### config.mk
export PLATFORM = sky130hd
export DESIGN_NAME = ppp_back
export DESIGN_NICKNAME = d
export VERILOG_FILES = /design/src/hw/rtl/ppp_pkg.sv /design/src/hw/rtl/ppp_back.sv
export SDC_FILE = /design/constraint.sdc
export NUM_CORES = 1
export LEC_CHECK = 0
export BUFFER_PORTS_ARGS = -buffer_cell sky130_fd_sc_hd__buf_2
export CORE_UTILIZATION = 62
export CTS_CLUSTER_DIAMETER = 150
export DETAILED_ROUTE_END_ITERATION = 16
export PLACE_DENSITY = 0.87
export SYNTH_ARGS = -nofsm -noshare
export SYNTH_HDL_FRONTEND = slang
export SYNTH_SLANG_ARGS = --single-unit
export TNS_END_PERCENT = 10
### constraint.sdc
create_clock -name aclk -period 8.03 [get_ports aclk]
set_input_delay 1.2045 -clock aclk [delete_from_list [all_inputs] [get_ports aclk]]
set_output_delay 1.2045 -clock aclk [all_outputs]
set_load 0.01 [all_outputs]
### src/hw/rtl/ppp_pkg.sv
// ----------------------------------------------------------------------------
// ppp_pkg
// Shared widths, register map, reset values and the request types that
// travel between the stages of the perspective point projection pipeline.
// ----------------------------------------------------------------------------
package ppp_pkg;

    localparam int COORD_W   = 32;
    localparam int VIEW_W    = 34;
    localparam int FOCAL_W   = 12;
    localparam int PROD_W    = 46;
    localparam int MAG_W     = 45;
    localparam int DEPTH_W   = 33;
    localparam int PIX_W     = 10;
    localparam int ADDR_W    = 19;
    localparam int PADDR_W   = 5;
    localparam int PDATA_W   = 32;
    localparam int IN_DATA_W  = 3 * COORD_W;
    localparam int OUT_DATA_W = 40;

    localparam int DEF_SCREEN_WIDTH  = 800;
    localparam int DEF_SCREEN_HEIGHT = 600;
    localparam int DEF_QUOT_W =
        $clog2((DEF_SCREEN_WIDTH > DEF_SCREEN_HEIGHT) ? DEF_SCREEN_WIDTH
                                                      : DEF_SCREEN_HEIGHT) + 1;

    typedef enum logic [2:0] {
        REG_MODEL_X,
        REG_MODEL_Y,
        REG_MODEL_Z,
        REG_CAMERA_X,
        REG_CAMERA_Y,
        REG_CAMERA_Z,
        REG_FOCAL
    } reg_idx_t;

    typedef struct packed {
        logic signed [COORD_W-1:0] model_x;
        logic signed [COORD_W-1:0] model_y;
        logic signed [COORD_W-1:0] model_z;
        logic signed [COORD_W-1:0] camera_x;
        logic signed [COORD_W-1:0] camera_y;
        logic signed [COORD_W-1:0] camera_z;
        logic        [FOCAL_W-1:0] focal;
    } cfg_t;

    localparam logic signed [COORD_W-1:0] DEPTH_RESET = 32'shFFF6_0000;
    localparam logic        [FOCAL_W-1:0] FOCAL_RESET = 12'd900;

    localparam cfg_t CFG_RESET = '{
        model_x:  '0,
        model_y:  '0,
        model_z:  DEPTH_RESET,
        camera_x: '0,
        camera_y: '0,
        camera_z: DEPTH_RESET,
        focal:    FOCAL_RESET
    };

    typedef struct packed {
        logic last;
        logic zpos;
        logic sign_x;
        logic sign_y;
        logic ovf_x;
        logic ovf_y;
    } flags_t;

    typedef struct packed {
        flags_t             flags;
        logic [DEPTH_W-1:0] depth;
        logic [MAG_W-1:0]   mag_x;
        logic [MAG_W-1:0]   mag_y;
    } div_req_t;

endpackage

### src/hw/rtl/ppp_back.sv
// ----------------------------------------------------------------------------
// ppp_back
// Signed screen position, on-screen test and framebuffer address, ending in
// the output register of the result channel.
// ----------------------------------------------------------------------------
module ppp_back #(
    parameter int SCREEN_WIDTH  = ppp_pkg::DEF_SCREEN_WIDTH,
    parameter int SCREEN_HEIGHT = ppp_pkg::DEF_SCREEN_HEIGHT,
    parameter int QUOT_W        = ppp_pkg::DEF_QUOT_W
) (
    input  logic                          aclk,
    input  logic                          aresetn,
    input  logic                          in_valid,
    output logic                          in_ready,
    input  ppp_pkg::flags_t               in_flags,
    input  logic [QUOT_W-1:0]             in_quot_x,
    input  logic [QUOT_W-1:0]             in_quot_y,
    output logic                          out_valid,
    input  logic                          out_ready,
    output logic                          out_visible,
    output logic [ppp_pkg::PIX_W-1:0]     out_pixel_x,
    output logic [ppp_pkg::PIX_W-1:0]     out_pixel_y,
    output logic [ppp_pkg::ADDR_W-1:0]    out_address,
    output logic                          out_last
);

    localparam int SQ_W   = QUOT_W + 2;
    localparam int XW     = $clog2(SCREEN_WIDTH);
    localparam int YW     = $clog2(SCREEN_HEIGHT);
    localparam int FULL_W = $clog2(SCREEN_WIDTH * SCREEN_HEIGHT);

    localparam logic signed [SQ_W-1:0]   HALF_W = SQ_W'(SCREEN_WIDTH / 2);
    localparam logic signed [SQ_W-1:0]   HALF_H = SQ_W'(SCREEN_HEIGHT / 2);
    localparam logic signed [SQ_W-1:0]   LIM_W  = SQ_W'(SCREEN_WIDTH);
    localparam logic signed [SQ_W-1:0]   LIM_H  = SQ_W'(SCREEN_HEIGHT);
    localparam logic [FULL_W-1:0]        ROW_W  = FULL_W'(SCREEN_WIDTH);

    logic                     vp_reg, vq_reg;
    logic                     rp, rq;

    logic signed [SQ_W-1:0]   qx_s, qy_s, pos_x, pos_y;
    logic                     vis_next;
    logic                     vis_p_reg, last_p_reg;
    logic [XW-1:0]            px_reg, px_next;
    logic [YW-1:0]            py_reg, py_next;

    logic [FULL_W-1:0]        full_addr;
    logic                     vis_q_reg, last_q_reg;
    logic [ppp_pkg::PIX_W-1:0]  pixel_x_reg, pixel_y_reg;
    logic [ppp_pkg::ADDR_W-1:0] address_reg;

    assign rq       = !vq_reg || out_ready;
    assign rp       = !vp_reg || rq;
    assign in_ready = rp;

    always_comb begin
        qx_s = in_flags.sign_x ? -$signed({2'b00, in_quot_x}) : $signed({2'b00, in_quot_x});
        qy_s = in_flags.sign_y ? -$signed({2'b00, in_quot_y}) : $signed({2'b00, in_quot_y});
        pos_x = HALF_W + qx_s;
        pos_y = HALF_H - qy_s;
        vis_next = in_flags.zpos && !in_flags.ovf_x && !in_flags.ovf_y
                && !pos_x[SQ_W-1] && (pos_x < LIM_W)
                && !pos_y[SQ_W-1] && (pos_y < LIM_H);
        px_next = vis_next ? pos_x[XW-1:0] : '0;
        py_next = vis_next ? pos_y[YW-1:0] : '0;
    end

    assign full_addr = FULL_W'(py_reg) * ROW_W + FULL_W'(px_reg);

    always_ff @(posedge aclk) begin
        if (!aresetn) begin
            vp_reg <= 1'b0;
            vq_reg <= 1'b0;
        end else begin
            if (rp) begin
                vp_reg <= in_valid;
            end
            if (rq) begin
                vq_reg <= vp_reg;
            end
        end
    end

    always_ff @(posedge aclk) begin
        if (rp && in_valid) begin
            vis_p_reg  <= vis_next;
            last_p_reg <= in_flags.last;
            px_reg     <= px_next;
            py_reg     <= py_next;
        end
        if (rq && vp_reg) begin
            vis_q_reg   <= vis_p_reg;
            last_q_reg  <= last_p_reg;
            pixel_x_reg <= ppp_pkg::PIX_W'(px_reg);
            pixel_y_reg <= ppp_pkg::PIX_W'(py_reg);
            address_reg <= ppp_pkg::ADDR_W'(full_addr);
        end
    end

    assign out_valid   = vq_reg;
    assign out_visible = vis_q_reg;
    assign out_pixel_x = pixel_x_reg;
    assign out_pixel_y = pixel_y_reg;
    assign out_address = address_reg;
    assign out_last    = last_q_reg;

endmodule

Yosys cells after proc, flatten, opt, wreduce, memory -nomap -nowiden

Index checks and enable logic that the tools add are counted.

Register bits after elaboration: 65
Bits of input ports: 32
Output and inout bits: 43
Word-level logic and storage cells: 37

Add/subtract/negate cells: 5
$mul: 1
Magnitude comparators: 2
Mux-type cells: 2
Reduce and logical (&&, ||, !) cells: 16

Operator list:

| cell                                                 | count |
|---|---|
| < comparator 13 x 11 -> 1 bit, second input constant | 2 |
| 2-to-1 mux 13 bit                                    | 2 |
| negator 11 -> 13 bit                                 | 2 |
| adder 19 x 10 -> 19 bit                              | 1 |
| multiplier 10 x 5 -> 14 bit, second input constant   | 1 |
| adder 10 x 13 -> 13 bit, first input constant        | 1 |
| subtractor 10 x 13 -> 13 bit, first input constant   | 1 |
| logical AND 1 bit                                    | 8 |
| zero test 1 bit                                      | 6 |
| logical OR 1 bit                                     | 2 |

Depth between registers and ports, before layout

Depth in word-level cells: 8
Mapped depth: 15
Depth with buffers taken out: 14

Worst setup path after synthesis

No wires, ideal clock.

Path kind: input port to flip-flop
Start point: input in_quot_x[0]
End point: register py_reg[7], data pin
Setup time: 182 ps
Arrival: 4409 ps
Data required time: 7848 ps
Path slack: 3439 ps
Stages: 13
Buffers on the path: 2
Cell sequence: or3_1 -> clkbuf_1 -> o31ai_1 -> xnor2_1 -> ha_1 -> and3b_1 -> nor4_4 -> nand2_1 -> o2bb2ai_1 -> a211o_1 -> or4_4 -> buf_6 -> nor4b_1

Word-level cells in the longest chain between the ends: 8
Elaborated cells on any way between the ends: 9
Those cells by class: add/sub (2); order compare (1); mux (1); reduce/logical (5)

Ends and longest elaborated chain:

| element                                                               | RTL line       | RTL |
|---|---|---|
| start: declaration                                                    | ppp_back.sv:16 | `input logic [QUOT_W-1:0] in_quot_x,` |
| negator 11 -> 13 bit                                                  | ppp_back.sv:57 | `qx_s = in_flags.sign_x ? -$signed({2'b00, in_quot_x}) : $signed({2'b00, in_quot_x});` |
| 2-to-1 mux 13 bit (*)                                                 | ppp_back.sv:57 |  |
| adder 10 x 13 -> 13 bit (*)                                           | ppp_back.sv:59 | `pos_x = HALF_W + qx_s;` |
| branches (longest 2 deep; another with < comparator 13 x 11 -> 1 bit) | --             |  |
| logical AND 1 bit (*)                                                 | ppp_back.sv:62 | `&& !pos_x[SQ_W-1] && (pos_x < LIM_W)` |
| logical AND 1 bit (*) (2 in a row)                                    | ppp_back.sv:63 | `&& !pos_y[SQ_W-1] && (pos_y < LIM_H);` |
| end signal: assignment                                                | ppp_back.sv:89 | `py_reg <= py_next;` |
| end: declaration                                                      | ppp_back.sv:45 | `logic [YW-1:0] py_reg, py_next;` |

Mark *: on every way between the ends.
A chain may end at the register's enable or synchronous reset.

Final worst setup path

Start point: input in_quot_x[0]
End point: register py_reg[1], data pin

The elaborated chain is that of the path after synthesis.

==> results.json <==
{
  "cp-end-kind": "flop",
  "clk_pin_slew_ps": 60,
  "skew_ps": 5.833,
  "synthesis.nets": 528,
  "h-tree-depth": 3,
  "yosysWarnings": 0,
  "synth_top_cell_by_area": "edfxtp_1",
  "largest_reg_flops": 14,
  "netlist_area_um2": 4594,
  "tns_ps": 0,
  "via_count": 3608,
  "async_flop_share_pct": 0,
  "hold_viol": 0,
  "die_w_um": 88.09,
  "routed_via_density": 5.838,
  "cp_top_family": "simple AND/OR/NAND/NOR gates",
  "post-route-period-util_pct": 60.24,
  "final_nets": 592,
  "antenna_found_initial": 0,
  "synth_edf_count": 58,
  "drive_above_1_share_pct": 20.04,
  "nFillCells": 536,
  "grt_max_degree": 37,
  "rsz0062_at_grt": "false",
  "fp.dieH_um": 88.09,
  "wl_per_cell_um": 14.40,
  "post-cts-setup-buffers": 0,
  "die_area_um2": 7759,
  "synth.distinct_cells": 68,
  "postRouteAntennaNets": 0,
  "critical_path_required_ps": 8150,
  "wirelength_mm": 8.901,
  "worst_slew_pin_slew_ps": 1175,
  "finalMaxSlewViolations": 0,
  "ctsResizeCount": 0,
  "synthTopCellsByArea": "edfxtp_1 (38%), ha_1 (11%), xnor2_1 (4.8%), nor3_1 (2.8%), inv_1 (2.8%)",
  "max_cap_viol_count": 0,
  "yosysMostFrequentCell": "edfxtp_1",
  "clk_latency_ps": 340,
  "cts_hold_buf": 0,
  "ys_seq_area_share_pct": 38.78,
  "hold_slack_ps": 418.9,
  "worstHoldPathType": "reg -> reg",
  "drtIter0Drc": 128,
  "crit_buf_inv": 1,
  "synthFlopType": "edfxtp_1",
  "path_cells": "buf_2, or3_1, o31ai_1, xnor2_1, ha_1, and3b_1, nor4_4, nand2_1, o2bb2ai_1, a211o_1, or4_4, nor4_1",
  "overflow": 0,
  "yosys-top-cells-count": "edfxtp_1 (58), ha_1 (40), inv_1 (34)",
  "cts_made_buffers": 9,
  "synth_cells": 450,
  "max_slew_margin_pct": 21.50,
  "clk_path_buf_depth": 2,
  "clock.fmax_mhz": 206.7,
  "critPathArrivalTime_ps": 4960,
  "grt_pass1_vias": 3346,
  "area_growth_pct": 12.75,
  "syn_avg_cell_area_um2": 10.21,
  "fin_crit_ps": 4838,
  "cts_tree": "built",
  "core_um2": 7214,
  "crit_path_max_fanout": 21,
  "placementRows": 31,
  "pwr_density_cell_nw_per_um2": 173.2,
  "slowest_stage": "or4_4",
  "synth-seq-cells": 60,
  "outcome": "finished clean",
  "cp_slowest_stage_delay_ps": 620,
  "total_leakage_power_nw": 2.145,
  "path_class": "in -> reg",
  "drc": 0,
  "pin_count": 75,
  "dpl.hpwl_mm": 6.719,
  "start_util_pct": 63.68,
  "n_antenna_cell": 0,
  "clockRootBuffer": "clkbuf_8",
  "start_kind": "primary input",
  "track_usage_pct": 24.71,
  "port_buffers": 74,
  "cts_sinks": 60,
  "vdd_drop_max_mv": 0.09144,
  "grt_pass1_wl_mm": 14.81,
  "synth_top_area_share_pct": 37.91,
  "dr.pass1.iters": 4,
  "setup_violations": 0,
  "gp_congestion": 0.8783
}
==> worst reg2reg max path, delay by kind of cell (launching register included) <==
kind | cells | cell delay (ps)
XOR/XNOR | 1 | 320
AND/OR/NAND/NOR | 4 | 670
flip-flops | 1 | 480
AO/OA/AOI/OAI | 3 | 770
adder cells (fa/ha/maj) | 4 | 1460
==> layout by cell type, fill, tap and decap left out, types with 5 or more instances in the layout <==
cell	n
o21ai_0	11
buf_2	74
o31ai_1	7
edfxtp_1	58
nor2_1	31
ha_1	40
or2_2	6
nor3_1	26
a211oi_1	9
nor4_1	8
fa_1	6
nand2_1	17
o21a_1	5
nand2b_1	10
clkbuf_8	9
xor2_1	13
nand3_1	5
nor2b_1	13
and2_1	7
or3_1	6
inv_1	34
a21oi_1	13
xnor2_1	25
==> metal layers <==
layer	routed length [um]	share of wire [%]	global-route usage (%)	vias to the layer above
li1	-	-	-	1794
met2	4447	50	42.49	102
met5	0	0	0	-
met3	301	3.4	3.959	17
met1	3987	45	31.06	1695
met4	164	1.8	10.12	0
==> report_power, final <==
group	internal, mW	switching [mW]
logic	0.0987	0.135
clock network	0.173	0.112
registers	0.370	0.00777
==> through the flow <==
step	total power [mW]	utilization, %	cells	setup slack (ps)	cell area [um2]
finish	0.8970	71.80	618	3192	5180
global route	0.9429	71.80	618	2856	5180
CTS	0.8997	71.80	618	3226	5180
detailed placement	0.6140	68.92	602	2967	4972
global placement	0.6042	68.92	602	3140	4972
floorplan	0.5569	-	450	3439	4594
==> kinds of logic (layout without fill, tap and decap cells) <==
family          count (synthesis)  count (layout)  synth area share, %
compound gates                 87              87                13.78
xor+xnor                       39              39                7.734
fa+ha+maj                      46              46                13.51
buf+inv                        55             124                5.474
flops                          60              60                38.78
mux                             2               2               0.4357
simple gates                  161             161                20.29
==> final cells by class <==
cell class / instances / area (um2) / area share (%)
Multi-Input combinational cell: 335 / 2569 / 49.59
Clock inverter: 5 / 76.32 / 1.473
Sequential cell: 60 / 1782 / 34.40
Tap cell: 99 / 123.9 / 2.391
Inverter: 34 / 127.6 / 2.464
Clock buffer: 11 / 131.4 / 2.536
Timing Repair Buffer: 74 / 370.4 / 7.150
==> worst paths after layout <==
path         slack (ps)  depth (start not counted)               startpoint                   endpoint
max                3190                         12             in_quot_x[0]    py_reg[1]$_SDFFCE_PN0P_
min                 420                          0  px_reg[2]$_SDFFCE_PN0P_   out_pixel_x[2]$_DFFE_PP_
max reg2reg        4070                         12  py_reg[3]$_SDFFCE_PN0P_  out_address[18]$_DFFE_PP_
min reg2reg         420                          0  px_reg[2]$_SDFFCE_PN0P_   out_pixel_x[2]$_DFFE_PP_
(Power assumes the default switching activity.)
