File: src/hw/rtl/ppp_pkg.sv
// ----------------------------------------------------------------------------
// ppp_pkg
// Shared widths, register map, reset values and the request types that
// travel between the stages of the perspective point projection pipeline.
// ----------------------------------------------------------------------------
package ppp_pkg;

    localparam int COORD_W   = 32;
    localparam int VIEW_W    = 34;
    localparam int FOCAL_W   = 12;
    localparam int PROD_W    = 46;
    localparam int MAG_W     = 45;
    localparam int DEPTH_W   = 33;
    localparam int PIX_W     = 10;
    localparam int ADDR_W    = 19;
    localparam int PADDR_W   = 5;
    localparam int PDATA_W   = 32;
    localparam int IN_DATA_W  = 3 * COORD_W;
    localparam int OUT_DATA_W = 40;

    localparam int DEF_SCREEN_WIDTH  = 800;
    localparam int DEF_SCREEN_HEIGHT = 600;
    localparam int DEF_QUOT_W =
        $clog2((DEF_SCREEN_WIDTH > DEF_SCREEN_HEIGHT) ? DEF_SCREEN_WIDTH
                                                      : DEF_SCREEN_HEIGHT) + 1;

    typedef enum logic [2:0] {
        REG_MODEL_X,
        REG_MODEL_Y,
        REG_MODEL_Z,
        REG_CAMERA_X,
        REG_CAMERA_Y,
        REG_CAMERA_Z,
        REG_FOCAL
    } reg_idx_t;

    typedef struct packed {
        logic signed [COORD_W-1:0] model_x;
        logic signed [COORD_W-1:0] model_y;
        logic signed [COORD_W-1:0] model_z;
        logic signed [COORD_W-1:0] camera_x;
        logic signed [COORD_W-1:0] camera_y;
        logic signed [COORD_W-1:0] camera_z;
        logic        [FOCAL_W-1:0] focal;
    } cfg_t;

    localparam logic signed [COORD_W-1:0] DEPTH_RESET = 32'shFFF6_0000;
    localparam logic        [FOCAL_W-1:0] FOCAL_RESET = 12'd900;

    localparam cfg_t CFG_RESET = '{
        model_x:  '0,
        model_y:  '0,
        model_z:  DEPTH_RESET,
        camera_x: '0,
        camera_y: '0,
        camera_z: DEPTH_RESET,
        focal:    FOCAL_RESET
    };

    typedef struct packed {
        logic last;
        logic zpos;
        logic sign_x;
        logic sign_y;
        logic ovf_x;
        logic ovf_y;
    } flags_t;

    typedef struct packed {
        flags_t             flags;
        logic [DEPTH_W-1:0] depth;
        logic [MAG_W-1:0]   mag_x;
        logic [MAG_W-1:0]   mag_y;
    } div_req_t;

endpackage

File: src/hw/rtl/ppp_front.sv
// ----------------------------------------------------------------------------
// ppp_front
// View-space sum, focal multiply, magnitude and quotient range check,
// four register stages with per-stage valid and bubble collapsing.
// ----------------------------------------------------------------------------
module ppp_front #(
    parameter int QUOT_W = ppp_pkg::DEF_QUOT_W
) (
    input  logic                            aclk,
    input  logic                            aresetn,
    input  ppp_pkg::cfg_t                   cfg,
    input  logic                            in_valid,
    output logic                            in_ready,
    input  logic [ppp_pkg::IN_DATA_W-1:0]   in_data,
    input  logic                            in_last,
    output logic                            out_valid,
    input  logic                            out_ready,
    output ppp_pkg::div_req_t               out_req
);

    function automatic logic signed [ppp_pkg::VIEW_W-1:0] widen(
        input logic [ppp_pkg::COORD_W-1:0] v
    );
        widen = $signed({{(ppp_pkg::VIEW_W - ppp_pkg::COORD_W){v[ppp_pkg::COORD_W-1]}}, v});
    endfunction

    // stage 1: view-space point
    logic                                 v1_reg;
    logic                                 last1_reg;
    logic signed [ppp_pkg::VIEW_W-1:0]    vx_reg, vy_reg, vz_reg;
    logic signed [ppp_pkg::VIEW_W-1:0]    vx_next, vy_next, vz_next;

    // stage 2: focal products
    logic                                 v2_reg;
    logic                                 last2_reg;
    logic                                 zpos2_reg;
    logic [ppp_pkg::DEPTH_W-1:0]          depth2_reg;
    logic signed [ppp_pkg::PROD_W-1:0]    prod_x_reg, prod_y_reg;
    logic signed [ppp_pkg::PROD_W-1:0]    prod_x_next, prod_y_next;

    // stage 3: magnitudes
    logic                                 v3_reg;
    logic                                 last3_reg;
    logic                                 zpos3_reg;
    logic                                 sign_x3_reg, sign_y3_reg;
    logic [ppp_pkg::DEPTH_W-1:0]          depth3_reg;
    logic [ppp_pkg::MAG_W-1:0]            mag_x3_reg, mag_y3_reg;
    logic [ppp_pkg::MAG_W-1:0]            mag_x3_next, mag_y3_next;

    // stage 4: range check
    logic                                 v4_reg;
    ppp_pkg::div_req_t                    req_reg;
    ppp_pkg::div_req_t                    req_next;

    logic r1, r2, r3, r4;

    assign r4       = !v4_reg || out_ready;
    assign r3       = !v3_reg || r4;
    assign r2       = !v2_reg || r3;
    assign r1       = !v1_reg || r2;
    assign in_ready = r1;

    assign vx_next = widen(in_data[ppp_pkg::COORD_W-1:0])
                   + widen(cfg.model_x) - widen(cfg.camera_x);
    assign vy_next = widen(in_data[2*ppp_pkg::COORD_W-1:ppp_pkg::COORD_W])
                   + widen(cfg.model_y) - widen(cfg.camera_y);
    assign vz_next = widen(in_data[3*ppp_pkg::COORD_W-1:2*ppp_pkg::COORD_W])
                   + widen(cfg.model_z) - widen(cfg.camera_z);

    assign prod_x_next = $signed({1'b0, cfg.focal}) * vx_reg;
    assign prod_y_next = $signed({1'b0, cfg.focal}) * vy_reg;

    assign mag_x3_next = prod_x_reg[ppp_pkg::PROD_W-1]
                       ? ppp_pkg::MAG_W'(-prod_x_reg) : ppp_pkg::MAG_W'(prod_x_reg);
    assign mag_y3_next = prod_y_reg[ppp_pkg::PROD_W-1]
                       ? ppp_pkg::MAG_W'(-prod_y_reg) : ppp_pkg::MAG_W'(prod_y_reg);

    always_comb begin
        req_next              = '0;
        req_next.flags.last   = last3_reg;
        req_next.flags.zpos   = zpos3_reg;
        req_next.flags.sign_x = sign_x3_reg;
        req_next.flags.sign_y = sign_y3_reg;
        req_next.flags.ovf_x  = (mag_x3_reg >> QUOT_W) >= ppp_pkg::MAG_W'(depth3_reg);
        req_next.flags.ovf_y  = (mag_y3_reg >> QUOT_W) >= ppp_pkg::MAG_W'(depth3_reg);
        req_next.depth        = depth3_reg;
        req_next.mag_x        = mag_x3_reg;
        req_next.mag_y        = mag_y3_reg;
    end

    always_ff @(posedge aclk) begin
        if (!aresetn) begin
            v1_reg <= 1'b0;
            v2_reg <= 1'b0;
            v3_reg <= 1'b0;
            v4_reg <= 1'b0;
        end else begin
            if (r1) begin
                v1_reg <= in_valid;
            end
            if (r2) begin
                v2_reg <= v1_reg;
            end
            if (r3) begin
                v3_reg <= v2_reg;
            end
            if (r4) begin
                v4_reg <= v3_reg;
            end
        end
    end

    always_ff @(posedge aclk) begin
        if (r1 && in_valid) begin
            vx_reg    <= vx_next;
            vy_reg    <= vy_next;
            vz_reg    <= vz_next;
            last1_reg <= in_last;
        end
        if (r2 && v1_reg) begin
            prod_x_reg <= prod_x_next;
            prod_y_reg <= prod_y_next;
            zpos2_reg  <= vz_reg > 0;
            depth2_reg <= vz_reg[ppp_pkg::DEPTH_W-1:0];
            last2_reg  <= last1_reg;
        end
        if (r3 && v2_reg) begin
            mag_x3_reg  <= mag_x3_next;
            mag_y3_reg  <= mag_y3_next;
            sign_x3_reg <= prod_x_reg[ppp_pkg::PROD_W-1];
            sign_y3_reg <= prod_y_reg[ppp_pkg::PROD_W-1];
            zpos3_reg   <= zpos2_reg;
            depth3_reg  <= depth2_reg;
            last3_reg   <= last2_reg;
        end
        if (r4 && v3_reg) begin
            req_reg <= req_next;
        end
    end

    assign out_valid = v4_reg;
    assign out_req   = req_reg;

endmodule

File: config.mk
export PLATFORM = sky130hd
export DESIGN_NAME = ppp_front
export DESIGN_NICKNAME = d
export VERILOG_FILES = /design/src/hw/rtl/ppp_pkg.sv /design/src/hw/rtl/ppp_front.sv
export SDC_FILE = /design/constraint.sdc
export NUM_CORES = 2
export LEC_CHECK = 0
export BUFFER_PORTS_ARGS = -buffer_cell sky130_fd_sc_hd__buf_4
export CAP_MARGIN = 20
export CORE_MARGIN = 5
export CORE_UTILIZATION = 40
export CTS_CLUSTER_DIAMETER = 100
export DETAILED_ROUTE_END_ITERATION = 12
export REMOVE_ABC_BUFFERS = 1
export SYNTH_ARGS = -nofsm -noshare
export SYNTH_HDL_FRONTEND = slang
export SYNTH_SLANG_ARGS = --single-unit
export TNS_END_PERCENT = 100
File: constraint.sdc
create_clock -name aclk -period 16.82 [get_ports aclk]
set_input_delay 1.682 -clock aclk [delete_from_list [all_inputs] [get_ports aclk]]
set_output_delay 1.682 -clock aclk [all_outputs]
set_load 0.005 [all_outputs]
== Yosys cells after proc, flatten, opt, wreduce, memory -nomap -nowiden ==
Cells that the tools add are included.

* Bits in registers: 490
* Input port bits: 305
* Output and inout port bits: 131
* Logic and storage cells: 56

* Add/subtract/negate cells: 8
* Multiply operators: 2
* $lt $le $gt $ge: 3
* Multiplexer cells: 2
* Reductions and logical operators: 12

{| class="wikitable"
|+ Operators by type and width
! operator !! number
|-
| $sub A33 B32 Y34 || 3
|-
| $add A32 B32 Y33 || 3
|-
| $mul A13 B34 Y46 || 2
|-
| $mux W45 || 2
|-
| $neg A45 Y45 || 2
|-
| $ge A34 B33 Y1 || 2
|-
| $gt A34 B1 Y1 const B || 1
|-
| $logic_and A1 B1 Y1 || 4
|-
| $logic_not A1 Y1 || 4
|-
| $logic_or A1 B1 Y1 || 4
|}

== Longest topological paths before layout ==
* Depth after elaboration: 6
* Gate-level depth with buffers: 25
* Depth with buffers taken out: 22

== Worst setup path after synthesis ==
No wires, ideal clock.

* Path type: input to register
* From: input out_ready
* To: register depth2_reg[0] (netlist name) (enable)
* Library setup time: 0.806 ns
* Arrival: 11.151 ns
* Data required time: 16.014 ns
* Setup slack: 4.863 ns
* Cell stages on the path: 3
* Path buffers: 0
* Cell sequence: nor2b_1 > and2_0 > a21boi_0

* Cells in the longest elaborated chain, start to end: 4

{| class="wikitable"
|+ Ends and longest elaborated chain
! what !! line !! RTL
|-
| start: declaration || ppp_front.sv:17 || <nowiki>input logic out_ready,</nowiki>
|-
| $logic_or A1 B1 Y1 || ppp_front.sv:57 || <nowiki>assign r4 = !v4_reg || out_ready;</nowiki>
|-
| $logic_or A1 B1 Y1 || ppp_front.sv:58 || <nowiki>assign r3 = !v3_reg || r4;</nowiki>
|-
| $logic_or A1 B1 Y1 || ppp_front.sv:59 || <nowiki>assign r2 = !v2_reg || r3;</nowiki>
|-
| $logic_and A1 B1 Y1 || ppp_front.sv:120 || <nowiki>if (r2 && v1_reg) begin</nowiki>
|-
| end signal: assignment || ppp_front.sv:124 || <nowiki>depth2_reg <= vz_reg[ppp_pkg::DEPTH_W-1:0];</nowiki>
|-
| end: declaration || ppp_front.sv:37 || <nowiki>logic [ppp_pkg::DEPTH_W-1:0] depth2_reg;</nowiki>
|}

No other way between the ends.
A chain may end at the register's enable or synchronous reset.

== Worst setup path after layout ==
* From: input cfg[8] (netlist name)
* To: register prod_y_reg[38] (netlist name) (data pin)

* Cells in the longest elaborated chain, start to end: 1

{| class="wikitable"
|+ Ends and longest elaborated chain
! what !! line !! RTL
|-
| start: declaration || ppp_front.sv:11 || <nowiki>input ppp_pkg::cfg_t cfg,</nowiki>
|-
| $mul A13 B34 Y46 || ppp_front.sv:71 || <nowiki>assign prod_y_next = $signed({1'b0, cfg.focal}) * vy_reg;</nowiki>
|-
| via prod_y_next (one bit) || ppp_front.sv:39 || <nowiki>logic signed [ppp_pkg::PROD_W-1:0] prod_x_next, prod_y_next;</nowiki>
|-
| end signal: assignment || ppp_front.sv:122 || <nowiki>prod_y_reg <= prod_y_next;</nowiki>
|-
| end: declaration || ppp_front.sv:38 || <nowiki>logic signed [ppp_pkg::PROD_W-1:0] prod_x_reg, prod_y_reg;</nowiki>
|}

The timed path passes the listed nets, and every way through them passes these cells.

==> flow_summary_export.csv <==
group,metric,value,unit
clock_tree,cts-root-buf,"clkbuf_16",
final_layout,seqCellArea,0.01467,sq mm
timing,report.final.hold_viol_count,0,
final_layout,mostFrequentLayoutCell,"inv_1",
final_layout,largest_reg_flops,129,
setup_path,endpoint_kind,"flop",
floorplan,dieArea,0.1424,sq mm
timing,worst_pin_slew,1.066,ns
timing,fmax,0.1242,GHz
global_routing,grt_pass1_wl,222200,um
global_routing,grt_pass1_vias,38990,
floorplan,die_h,377.4,um
clock_tree,post-cts-setup-buffers,0,
timing,relSlewSlack,27.12,%
synth,netlist_area,0.05400,sq mm
setup_path,worstRegToRegCells,21,
global_routing,grt_max_degree,130,
clock_tree,ctsHoldBuffers,0,
worst_hold_path,min_from,"depth2_reg[12]",
place,dp_hpwl,114100,um
drt,first_iter_violations,2341,
setup_path,r2r_slack,9.85,ns
setup_path,crit_top_cell,"fa_1",
clock_tree,clockBufferDepth,3,
worst_hold_path,holdPathStages,0,
drt,vias,37280,
setup_path,worstPathRequired,17.21,ns
final_layout,nFillCells,12780,
final_layout,final_cell_mix,"1374 x inv_1, 806 x fa_1, 556 x nand2_1, 486 x edfxtp_1, 447 x buf_4",
timing,period_needed,8.050,ns
global_routing,groute.usage.overall,20.07,%
timing,fin_tns_setup,0,ns
drt,ant_nets,0,
drt,postRouteWirelength,142900,um
clock_tree,cts_tree,"yes",
timing,setup_viol,0,
global_routing,antenna_found_initial,5,
worst_hold_path,hold_class,"flop to flop",
timing,final_max_slew_viol_count,0,
final_layout,nets,7196,
synth,synth_seq_cells,490,
drt,wire_per_inst,18.97,um
synth,synth_seq_area_share,27.18,%
clock_tree,cts_buffers,58,
clock_tree,clk_latency,0.67,ns
floorplan,start_util,40.36,%
place,place_congestion,0.8859,
synth,avgSynthCellArea,10.02,sq um
timing,finClkSkew,0.03817,ns
timing,grt_setup_unrepaired,"false",
synth,syn_inst,5389,
drt,post-route-drc-count,0,
setup_path,cpPeakStageDelay,0.91,ns
setup_path,critical_path_class,"input port to flop",
worst_hold_path,hold_end,"depth3_reg[12]",
floorplan,rows,134,
final_layout,multi_input_area,0.03352,sq mm
synth,synth_edf_count,486,
clock_tree,cts_resized,0,
synth,async_reset_ff_share,0,%
drt,firstDrtPassIters,8,
setup_path,worstPathCellList,"buf_4, buf_4, nand2_1, fa_1, inv_1, fa_1, fa_1, fa_1, inv_1, fa_1, inv_1, ha_1, a21o_1, a21o_1, a21oi_1, o22ai_1, a2111oi_0, nand2_1, a21oi_1, o21ai_0, o31ai_1, xnor2_1",
setup_path,reg2reg_to,"prod_y_reg[38]",
job,max_cap_violations,0,
floorplan,core-area,0.1338,sq mm
place,port-buffer-count,435,
clock_tree,path_clk_slew,0.06,ns
floorplan,die_w,377.4,um
timing,period_share,47.86,%
setup_path,critPathLaunch,"cfg[8]",
setup_path,critPathArrivalTime,8.44,ns
synth,yosysWarnings,0,
final_layout,syn_to_final_growth,12.97,%
drt,viasPerCell,4.948,
run_status,status,"finished clean",
setup_path,worst_path_max_delay_cell,"a2111oi_0",
global_routing,gr-total-overflow,0,
setup_path,r2r-start,"vy_reg[16]",
setup_path,start_kind,"input port",
synth,ys.flop_type,"edfxtp_1",
clock_tree,cts_num_sinks,490,
setup_path,critPathMaxFanout,58,
clock_tree,htree_num_levels,2,
synth,synth_cell_type_count,70,
final_layout,drive_above_1_share,9.958,%
floorplan,io_pins,436,
-- final cells by class --
class	count	share of cell area (%)
Inverter	1374	8.455
Antenna cell	2	0.008205
Sequential cell	490	24.06
Clock buffer	63	2.410
Clock inverter	46	0.9518
Timing Repair Buffer	448	5.534
Tap cell	1768	3.627
Multi-Input combinational cell	3343	54.96
-- metrics by stage --
stage	hold WS (ns)	cell area (sq um)	std cells	util, %	setup slack (ns)
final	0.4177	61000	7534	45.59	8.770
after global routing	0.4243	60990	7532	45.59	8.323
after CTS	0.4160	60990	7532	45.59	8.775
after detailed placement	0.4045	58940	7423	44.05	8.072
after global placement	0.4005	58940	7423	44.05	8.197
after floorplan	0.4003	53310	5207	-	4.863
-- routing by layer --
layer	track usage [%]	share of wire, %	up-vias
li1	-	-	17320
met1	27.61	44	18710
met3	3.190	6.5	175
met4	5.811	2.8	2
met5	0	0.0091	-
met2	33.04	47	1072
-- cells by family after synthesis --
family	share of synthesized area, %
xor+xnor	4.282
flops	27.18
simple gates	12.01
compound gates	7.255
fa+ha+maj	38.46
buf+inv	10.82
-- cell usage after synthesis (all sizes together) (42+ instances only) --
| master | count | area [sq um] |
|---|---|---|
| o21ai | 132 | 660.6 |
| nand2 | 556 | 2087 |
| ha | 370 | 4629 |
| clkbuf | 181 | 679.4 |
| xor2 | 53 | 464.2 |
| edfxtp | 486 | 14590 |
| xnor2 | 211 | 1848 |
| a21oi | 167 | 835.8 |
| nand4 | 42 | 262.8 |
| inv | 1374 | 5157 |
| a21o | 114 | 855.8 |
| and2 | 383 | 2396 |
| fa | 806 | 16140 |
| nor2 | 96 | 360.4 |
-- how the worst max path moves through the flow --
stage	slack, ns	endpoint	cells after the start
finish	8.77	prod_y_reg[38]	22
global route	8.32	prod_x_reg[39]	21
CTS	8.78	prod_y_reg[38]	22
detailed placement	8.07	prod_y_reg[38]	22
global placement	8.20	prod_y_reg[38]	22
floorplan	4.86	depth2_reg[0]	3
-- worst max-delay path: cells and delay by family --
family                   cells  cell delay (ns)
adder cells (fa/ha/maj)      6             2.82
AO/OA/AOI/OAI                8             2.34
buffers and inverters        5             0.98
AND/OR/NAND/NOR              2             0.45
XOR/XNOR                     1             0.09
Power is not shown: default switching activity piles up to over one toggle a cycle in this logic, so the estimate is an artifact.
