--- src/hw/rtl/ppp_pkg.sv ---
// ----------------------------------------------------------------------------
// ppp_pkg
// Shared widths, register map, reset values and the request types that
// travel between the stages of the perspective point projection pipeline.
// ----------------------------------------------------------------------------
package ppp_pkg;

    localparam int COORD_W   = 32;
    localparam int VIEW_W    = 34;
    localparam int FOCAL_W   = 12;
    localparam int PROD_W    = 46;
    localparam int MAG_W     = 45;
    localparam int DEPTH_W   = 33;
    localparam int PIX_W     = 10;
    localparam int ADDR_W    = 19;
    localparam int PADDR_W   = 5;
    localparam int PDATA_W   = 32;
    localparam int IN_DATA_W  = 3 * COORD_W;
    localparam int OUT_DATA_W = 40;

    localparam int DEF_SCREEN_WIDTH  = 800;
    localparam int DEF_SCREEN_HEIGHT = 600;
    localparam int DEF_QUOT_W =
        $clog2((DEF_SCREEN_WIDTH > DEF_SCREEN_HEIGHT) ? DEF_SCREEN_WIDTH
                                                      : DEF_SCREEN_HEIGHT) + 1;

    typedef enum logic [2:0] {
        REG_MODEL_X,
        REG_MODEL_Y,
        REG_MODEL_Z,
        REG_CAMERA_X,
        REG_CAMERA_Y,
        REG_CAMERA_Z,
        REG_FOCAL
    } reg_idx_t;

    typedef struct packed {
        logic signed [COORD_W-1:0] model_x;
        logic signed [COORD_W-1:0] model_y;
        logic signed [COORD_W-1:0] model_z;
        logic signed [COORD_W-1:0] camera_x;
        logic signed [COORD_W-1:0] camera_y;
        logic signed [COORD_W-1:0] camera_z;
        logic        [FOCAL_W-1:0] focal;
    } cfg_t;

    localparam logic signed [COORD_W-1:0] DEPTH_RESET = 32'shFFF6_0000;
    localparam logic        [FOCAL_W-1:0] FOCAL_RESET = 12'd900;

    localparam cfg_t CFG_RESET = '{
        model_x:  '0,
        model_y:  '0,
        model_z:  DEPTH_RESET,
        camera_x: '0,
        camera_y: '0,
        camera_z: DEPTH_RESET,
        focal:    FOCAL_RESET
    };

    typedef struct packed {
        logic last;
        logic zpos;
        logic sign_x;
        logic sign_y;
        logic ovf_x;
        logic ovf_y;
    } flags_t;

    typedef struct packed {
        flags_t             flags;
        logic [DEPTH_W-1:0] depth;
        logic [MAG_W-1:0]   mag_x;
        logic [MAG_W-1:0]   mag_y;
    } div_req_t;

endpackage

--- src/hw/rtl/ppp_div.sv ---
// ----------------------------------------------------------------------------
// ppp_div
// Pipelined restoring divider for both screen axes: one quotient bit per
// stage, most significant first, over a shared depth divisor.
// ----------------------------------------------------------------------------
module ppp_div #(
    parameter int QUOT_W = ppp_pkg::DEF_QUOT_W
) (
    input  logic                 aclk,
    input  logic                 aresetn,
    input  logic                 in_valid,
    output logic                 in_ready,
    input  ppp_pkg::div_req_t    in_req,
    output logic                 out_valid,
    input  logic                 out_ready,
    output ppp_pkg::flags_t      out_flags,
    output logic [QUOT_W-1:0]    out_quot_x,
    output logic [QUOT_W-1:0]    out_quot_y
);

    localparam int REM_W = ((ppp_pkg::MAG_W > ppp_pkg::DEPTH_W + QUOT_W)
                            ? ppp_pkg::MAG_W : ppp_pkg::DEPTH_W + QUOT_W) + 1;

    logic [QUOT_W-1:0]              vld_reg;
    logic [QUOT_W:0]                rdy;
    ppp_pkg::flags_t                flags_reg  [QUOT_W];
    logic [ppp_pkg::DEPTH_W-1:0]    depth_reg  [QUOT_W];
    logic [ppp_pkg::MAG_W-1:0]      rem_x_reg  [QUOT_W];
    logic [ppp_pkg::MAG_W-1:0]      rem_y_reg  [QUOT_W];
    logic [QUOT_W-1:0]              quot_x_reg [QUOT_W];
    logic [QUOT_W-1:0]              quot_y_reg [QUOT_W];

    logic                           src_v      [QUOT_W];
    ppp_pkg::flags_t                src_flags  [QUOT_W];
    logic [ppp_pkg::DEPTH_W-1:0]    src_depth  [QUOT_W];
    logic [ppp_pkg::MAG_W-1:0]      rem_x_next [QUOT_W];
    logic [ppp_pkg::MAG_W-1:0]      rem_y_next [QUOT_W];
    logic [QUOT_W-1:0]              quot_x_next[QUOT_W];
    logic [QUOT_W-1:0]              quot_y_next[QUOT_W];

    always_comb begin
        rdy[QUOT_W] = out_ready;
        for (int k = QUOT_W - 1; k >= 0; k--) begin
            rdy[k] = !vld_reg[k] || rdy[k+1];
        end
    end

    assign in_ready = rdy[0];

    always_comb begin
        logic [ppp_pkg::MAG_W-1:0] rx, ry;
        logic [QUOT_W-1:0]         qx, qy;
        logic [REM_W-1:0]          dvs, trial_x, trial_y;
        for (int k = 0; k < QUOT_W; k++) begin
            if (k == 0) begin
                src_v[k]     = in_valid;
                src_flags[k] = in_req.flags;
                src_depth[k] = in_req.depth;
                rx           = in_req.mag_x;
                ry           = in_req.mag_y;
                qx           = '0;
                qy           = '0;
            end else begin
                src_v[k]     = vld_reg[k-1];
                src_flags[k] = flags_reg[k-1];
                src_depth[k] = depth_reg[k-1];
                rx           = rem_x_reg[k-1];
                ry           = rem_y_reg[k-1];
                qx           = quot_x_reg[k-1];
                qy           = quot_y_reg[k-1];
            end
            dvs     = REM_W'(src_depth[k]) << (QUOT_W - 1 - k);
            trial_x = REM_W'(rx) - dvs;
            trial_y = REM_W'(ry) - dvs;
            rem_x_next[k]  = trial_x[REM_W-1] ? rx : ppp_pkg::MAG_W'(trial_x);
            rem_y_next[k]  = trial_y[REM_W-1] ? ry : ppp_pkg::MAG_W'(trial_y);
            quot_x_next[k] = qx;
            quot_y_next[k] = qy;
            quot_x_next[k][QUOT_W-1-k] = !trial_x[REM_W-1];
            quot_y_next[k][QUOT_W-1-k] = !trial_y[REM_W-1];
        end
    end

    always_ff @(posedge aclk) begin
        if (!aresetn) begin
            vld_reg <= '0;
        end else begin
            for (int k = 0; k < QUOT_W; k++) begin
                if (rdy[k]) begin
                    vld_reg[k] <= src_v[k];
                end
            end
        end
    end

    always_ff @(posedge aclk) begin
        for (int k = 0; k < QUOT_W; k++) begin
            if (rdy[k] && src_v[k]) begin
                flags_reg[k]  <= src_flags[k];
                depth_reg[k]  <= src_depth[k];
                rem_x_reg[k]  <= rem_x_next[k];
                rem_y_reg[k]  <= rem_y_next[k];
                quot_x_reg[k] <= quot_x_next[k];
                quot_y_reg[k] <= quot_y_next[k];
            end
        end
    end

    assign out_valid  = vld_reg[QUOT_W-1];
    assign out_flags  = flags_reg[QUOT_W-1];
    assign out_quot_x = quot_x_reg[QUOT_W-1];
    assign out_quot_y = quot_y_reg[QUOT_W-1];

endmodule

--- config.mk ---
export PLATFORM = sky130hd
export DESIGN_NAME = ppp_div
export DESIGN_NICKNAME = d
export VERILOG_FILES = /design/src/hw/rtl/ppp_pkg.sv /design/src/hw/rtl/ppp_div.sv
export SDC_FILE = /design/constraint.sdc
export NUM_CORES = 2
export LEC_CHECK = 0
export BUFFER_PORTS_ARGS = -buffer_cell sky130_fd_sc_hd__buf_2
export CORE_MARGIN = 4
export CORE_UTILIZATION = 35
export DETAILED_ROUTE_END_ITERATION = 8
export HOLD_SLACK_MARGIN = 0.05
export PLACE_DENSITY_LB_ADDON = 0.25
export SYNTH_ARGS = -nofsm -noshare
export SYNTH_HDL_FRONTEND = slang
export SYNTH_SLANG_ARGS = --single-unit
--- constraint.sdc ---
create_clock -name aclk -period 12.2 [get_ports aclk]
set_clock_uncertainty 0.05 [all_clocks]
set_input_delay 0.61 -clock aclk [delete_from_list [all_inputs] [get_ports aclk]]
set_output_delay 0.61 -clock aclk [all_outputs]
set_load 0.01 [all_outputs]
* After elaboration in Yosys (flattened, before gate mapping)
Memory sizes are Yosys's and may differ from the RTL's.
Index checks and enable logic that the tools add are counted.
** Word-level totals
- Register bits :: 11
- RAM bits :: 1661
- Bits of input ports :: 133
- Output and inout port bits :: 30
- Word-level logic and storage cells :: 138
- Memories :: 6
** Cells by class
- Add/sub/neg operators :: 22
- Muxes and demuxes :: 44
- Reductions and logical operators :: 55
** Memories
- rem_x_reg :: words 11, bits a word 45, rd ports 10, clocked after memory_dff 0, wr ports 11, RTL line ppp_div.sv:28 : logic [ppp_pkg::MAG_W-1:0] rem_x_reg [QUOT_W];
- rem_y_reg :: words 11, bits a word 45, rd ports 10, clocked after memory_dff 0, wr ports 11, RTL line ppp_div.sv:29 : logic [ppp_pkg::MAG_W-1:0] rem_y_reg [QUOT_W];
- depth_reg :: words 11, bits a word 33, rd ports 10, clocked after memory_dff 0, wr ports 11, RTL line ppp_div.sv:27 : logic [ppp_pkg::DEPTH_W-1:0] depth_reg [QUOT_W];
- quot_x_reg :: words 11, bits a word 11, rd ports 11, clocked after memory_dff 0, wr ports 11, RTL line ppp_div.sv:30 : logic [QUOT_W-1:0] quot_x_reg [QUOT_W];
- quot_y_reg :: words 11, bits a word 11, rd ports 11, clocked after memory_dff 0, wr ports 11, RTL line ppp_div.sv:31 : logic [QUOT_W-1:0] quot_y_reg [QUOT_W];
- flags_reg :: words 11, bits a word 6, rd ports 11, clocked after memory_dff 0, wr ports 11, RTL line ppp_div.sv:26 : ppp_pkg::flags_t flags_reg [QUOT_W];
** Operator list (count)
- 2-to-1 mux 45 bit :: 22
- subtractor 45 x 33 -> 46 bit :: 2
- subtractor 45 x 34 -> 46 bit :: 2
- subtractor 45 x 35 -> 46 bit :: 2
- subtractor 45 x 36 -> 46 bit :: 2
- subtractor 45 x 37 -> 46 bit :: 2
- subtractor 45 x 38 -> 46 bit :: 2
- subtractor 45 x 39 -> 46 bit :: 2
- subtractor 45 x 40 -> 46 bit :: 2
- subtractor 45 x 41 -> 46 bit :: 2
- subtractor 45 x 42 -> 46 bit :: 2
- subtractor 45 x 43 -> 46 bit :: 2
- zero test 1 bit :: 33
- 2-to-1 mux 1 bit :: 22
- logical AND 1 bit :: 11
- logical OR 1 bit :: 11

* Longest topological paths before layout
- Depth in word-level cells :: 15
- Gate-level depth with buffers :: 17
- Gate-level depth less buffers :: 16

* Worst setup path before layout
No wires, ideal clock.
- Path kind :: in2reg
- Start point :: input out_ready
- End point :: memory depth_reg[6][0] in the netlist's numbering, enable pin
- Library setup time :: 0.864 ns
- Arrival time :: 11.494 ns
- Data required time :: 11.286 ns
- Slack :: -0.208 ns
- Stages on the path :: 5
- Buffers on the path :: 1
- Path through :: nor2b_1 -> and2_1 -> and3_1 -> clkbuf_1 -> a21boi_0
** RTL lines
- from (decl) :: RTL line ppp_div.sv:15 : input logic out_ready,
- to (decl) :: RTL line ppp_div.sv:27

==> flow_summary_export.csv <==
group,metric,value,unit
job,cap_violations,0,
sta,rsz0062_at_grt,"false",
clock_tree,ctsHoldBuffers,127,
grt,grt_pass1_wl,347000,µm
worst_setup_path,cpMaxStageDelayCell,"a31oi_1",
yosys,synth_edf_count,1428,
grt,antenna_found_initial,4,
clock_tree,cts.sinks,1439,
clock_tree,cts_root_buf,"clkbuf_16",
sta,maxSlewViolCount,0,
cells_and_area,final_cell_mix,"edfxtp_1, a21oi_1, ha_1",
yosys,async_reset_ff_share,0,%
clock_tree,cts_max_path_buffers,3,
power_and_ir_drop,combPwrFrac,12.9,%
worst_setup_path,reg2reg_to,"rem_x_reg[7][42]$_DFFE_PP_",
yosys,synth_top_family_by_area,"compound AO/OA/AOI/OAI gates",
yosys,avgSynthCellArea,10.5,µm²
detailed_routing,drtPass1Iterations,6,
detailed_routing,wl_per_cell,18.2,µm
floorplanning,die_h,510,µm
worst_setup_path,critPathBufInv,4,
yosys,synth-simple-area-share,11.4,%
power_and_ir_drop,p_sw_share,25.1,%
floorplanning,die_w,510,µm
detailed_routing,vias,62769,
worst_setup_path,cp_max_fo,65,
yosys,synth.area.top_cells,"edfxtp_1, ha_1, a21oi_1, xnor2_1, o21ai_0",
clock_tree,cts_buffers,167,
power_and_ir_drop,p_clk_share,40.7,%
sta,final-hold-violation-count,0,
clock_tree,worstSkewPairLatency,0.82,ns
cells_and_area,utilization,39.9,%
grt,track_usage,16.7,%
detailed_routing,dr.first_iter.drc_count,3607,
power_and_ir_drop,powerDensity,124,nW/µm²
yosys,synth-compound-area-share,17.9,%
placed_design,hpwl,176000,µm
power_and_ir_drop,p_seq_share,46.4,%
floorplanning,pin_count,163,
sta,post-route-min-period,4.81,ns
detailed_routing,drc,0,
yosys,yosysSeqAreaShare,48.9,%
clock_tree,cts_tree,"done",
grt,first_global_vias,63807,
yosys,yosysTopAreaCellShare,48.6,%
yosys,syn_nets,9265,
status,status,"complete, no violations",
detailed_routing,via_per_inst,5.16,
power_and_ir_drop,p_int,9.26,mW
grt,grt_overflow_total,0,
grt,grt_start_max_net_pins,72,
floorplanning,initial_utilization,35.3,%
worst_setup_path,cp-endpoint,"rem_x_reg[7][42]$_DFFE_PP_",
worst_setup_path,regToRegSetupSlack,7.39,ns
worst_setup_path,required,12.70,ns
cells_and_area,fin_nets,9545,
worst_setup_path,worst_path_largest_cell_delay,0.60,ns
floorplanning,rows,183,
sta,timing.final.crit_share,39.4,%
worst_setup_path,cp-end-kind,"flip-flop",
worst_setup_path,worstReg2RegStart,"rem_x_reg[6][3]$_DFFE_PP_",
yosys,synth_mux_area_share,1.03,%
worst_setup_path,path_cells,"inv_1 -> ha_1 -> inv_1 -> fa_1 -> a21oi_1 -> o21ai_0 -> a21oi_1 -> nand3b_1 -> a31oi_1 -> a31oi_1 -> o31a_1 -> o21a_2 -> buf_4 -> inv_1 -> nand4_1 -> a31oi_1 -> xor2_1",
worst_setup_path,critPathLaunchType,"flip-flop",
clock_tree,cts_resized,0,
yosys,synth.distinct_cells,100,
placed_design,place_congestion,0.930,
worst_setup_path,startpoint,"rem_x_reg[6][3]$_DFFE_PP_",
detailed_routing,antenna_left,0,
worst_setup_path,crit_family,"compound AO/OA/AOI/OAI gates",
yosys,synth_seq_cells,1439,
yosys,synth_flop_cell,"edfxtp_1",
detailed_routing,routed_wl,221000,µm
yosys,synth_xor_area_share,6.78,%
worst_setup_path,crit_type,"flip-flop to flip-flop",
yosys,synth_warnings,0,
power_and_ir_drop,p_leak,38.6,nW
yosys,syn_inst,8388,
cells_and_area,drive_gt1_share,7.27,%
floorplanning,die_area,260000,µm²
floorplanning,core,250000,µm²
clock_tree,htreeDepth,4,
yosys,netlist_area,88200,µm²
power_and_ir_drop,ir_drop,0.137,mV
clock_tree,cts_setup_buffers,0,
power_and_ir_drop,switchingPower,3.10,mW
yosys,synthAdderAreaFrac,10.7,%
placed_design,io_buffers,162,
worst_setup_path,path_depth,17,
sta,clock.fmax,208,MHz
clock_tree,clkTransAtPathRegs,0.06,ns
sta,tns,0,ns
sta,slew_headroom,31.9,%
cells_and_area,syn2layout_area_growth,13.0,%
worst_setup_path,worstRegToRegCells,17,
worst_setup_path,crit_arrival,5.30,ns
worst_hold_path,hold_class,"primary input to flip-flop",
sta,worstMarginPinSlew,1.01,ns
cells_and_area,nFillCells,23937,
yosys,synth_area_leader_cell,"edfxtp_1",
cells_and_area,layout_commonest_cell,"edfxtp_1",
sta,setup_violations,0,
metrics by stage:
stage	instance area (µm²)	total power, mW	hold WS [ns]	setup WS, ns	cells
2_1_floorplan	88200	6.97	0.350	0.0530	8388
3_3_place_gp	92800	7.38	0.351	7.16	11702
3_5_place_dp	92800	7.40	0.355	7.21	11702
4_1_cts	99600	12.5	0.0515	7.34	12133
5_1_grt	99600	12.9	0.0829	7.07	12152
6_report	99600	12.4	0.147	7.39	12153
power groups by stage:
| stage | sequential (mW) | clock (mW) | combinational, mW |
|---|---|---|---|
| 2_1_floorplan | 5.80 | 0 | 1.18 |
| 3_3_place_gp | 5.84 | 0 | 1.54 |
| 3_5_place_dp | 5.84 | 0 | 1.56 |
| 4_1_cts | 5.74 | 5.22 | 1.60 |
| 5_1_grt | 5.75 | 5.41 | 1.79 |
| 6_report | 5.74 | 5.03 | 1.60 |
worst register-to-register path, delay by kind of cell, from the launching register on:
kind	cells	cell delay [ns]
xor gates and xnor gates	1	0.18
and+or+nand+nor	2	0.42
buffers and inverters	4	0.99
adders and majority gates	2	0.56
AOI/OAI and AO/OA	8	1.99
DFF	1	0.38
cells by family after synthesis:
family / count (synthesis)
buffers and inverters: 775
adder cells (fa/ha/maj): 744
AND/OR/NAND/NOR: 2143
AO/OA/AOI/OAI: 2524
XOR/XNOR: 682
multiplexers: 81
flip-flops: 1439
worst min path at each step:
stage | depth (start not counted) | startpoint | end | slack, ns
after CTS | 2 | in_req[56] | rem_x_reg[0][11]$_DFFE_PP_ | 0.05
after global placement | 0 | flags_reg[4][1]$_DFFE_PP_ | flags_reg[5][1]$_DFFE_PP_ | 0.35
after detailed placement | 0 | flags_reg[2][0]$_DFFE_PP_ | flags_reg[3][0]$_DFFE_PP_ | 0.35
final | 3 | in_req[38] | rem_y_reg[0][38]$_DFFE_PP_ | 0.15
after global routing | 3 | in_req[38] | rem_y_reg[0][38]$_DFFE_PP_ | 0.08
after floorplan | 0 | flags_reg[9][0]$_DFFE_PP_ | flags_reg[10][0]$_DFFE_PP_ | 0.35
layer usage:
layer | vias to the layer above | global-route usage [%] | part of all wire, %
met3 | 462 | 1.95 | 3.2
met2 | 1315 | 29.1 | 48
met5 | - | 0 | 0
met1 | 29412 | 21.2 | 45
li1 | 31580 | - | -
met4 | 0 | 6.84 | 4.3
cell type report:
cell class	instances	area [µm²]	share of cell area (%)
Clock inverter	102	1180	1.18
Clock buffer	202	4360	4.38
Sequential cell	1439	43100	43.3
Tap cell	3330	4170	4.18
Inverter	547	2050	2.06
Antenna cell	20	50.0	0.0502
Timing Repair Buffer	339	2460	2.47
Multi-Input combinational cell	6174	42300	42.4
Yosys cell counts (13+ instances only):
cell type and number:
o31a_1 22, o31ai_1 55, o21ai_0 587, nand3_1 115, ha_1 724, a31o_2 15, inv_1 542, mux2_2 75
nor2b_1 108, a21o_1 368, o211ai_1 56, or3_1 39, xnor2_1 350, xor2_1 332, buf_2 33, and2_1 31
a211o_1 23, a2111oi_0 15, a31oi_1 84, nor4_1 37, clkbuf_1 175, and3_1 64, nand2_1 701, a21boi_0 14
or4_1 21, o2111ai_1 14, a21oi_1 845, nand4_1 106, a41oi_1 19, a221o_1 13, edfxtp_1 1428, nor2_1 620
or2_2 22, nand2b_1 123, o21bai_1 85, nor3_1 97, fa_1 20, a211oi_1 52, buf_1 16, o21a_1 109
No activity file was read; power rests on OpenSTA's default activity.
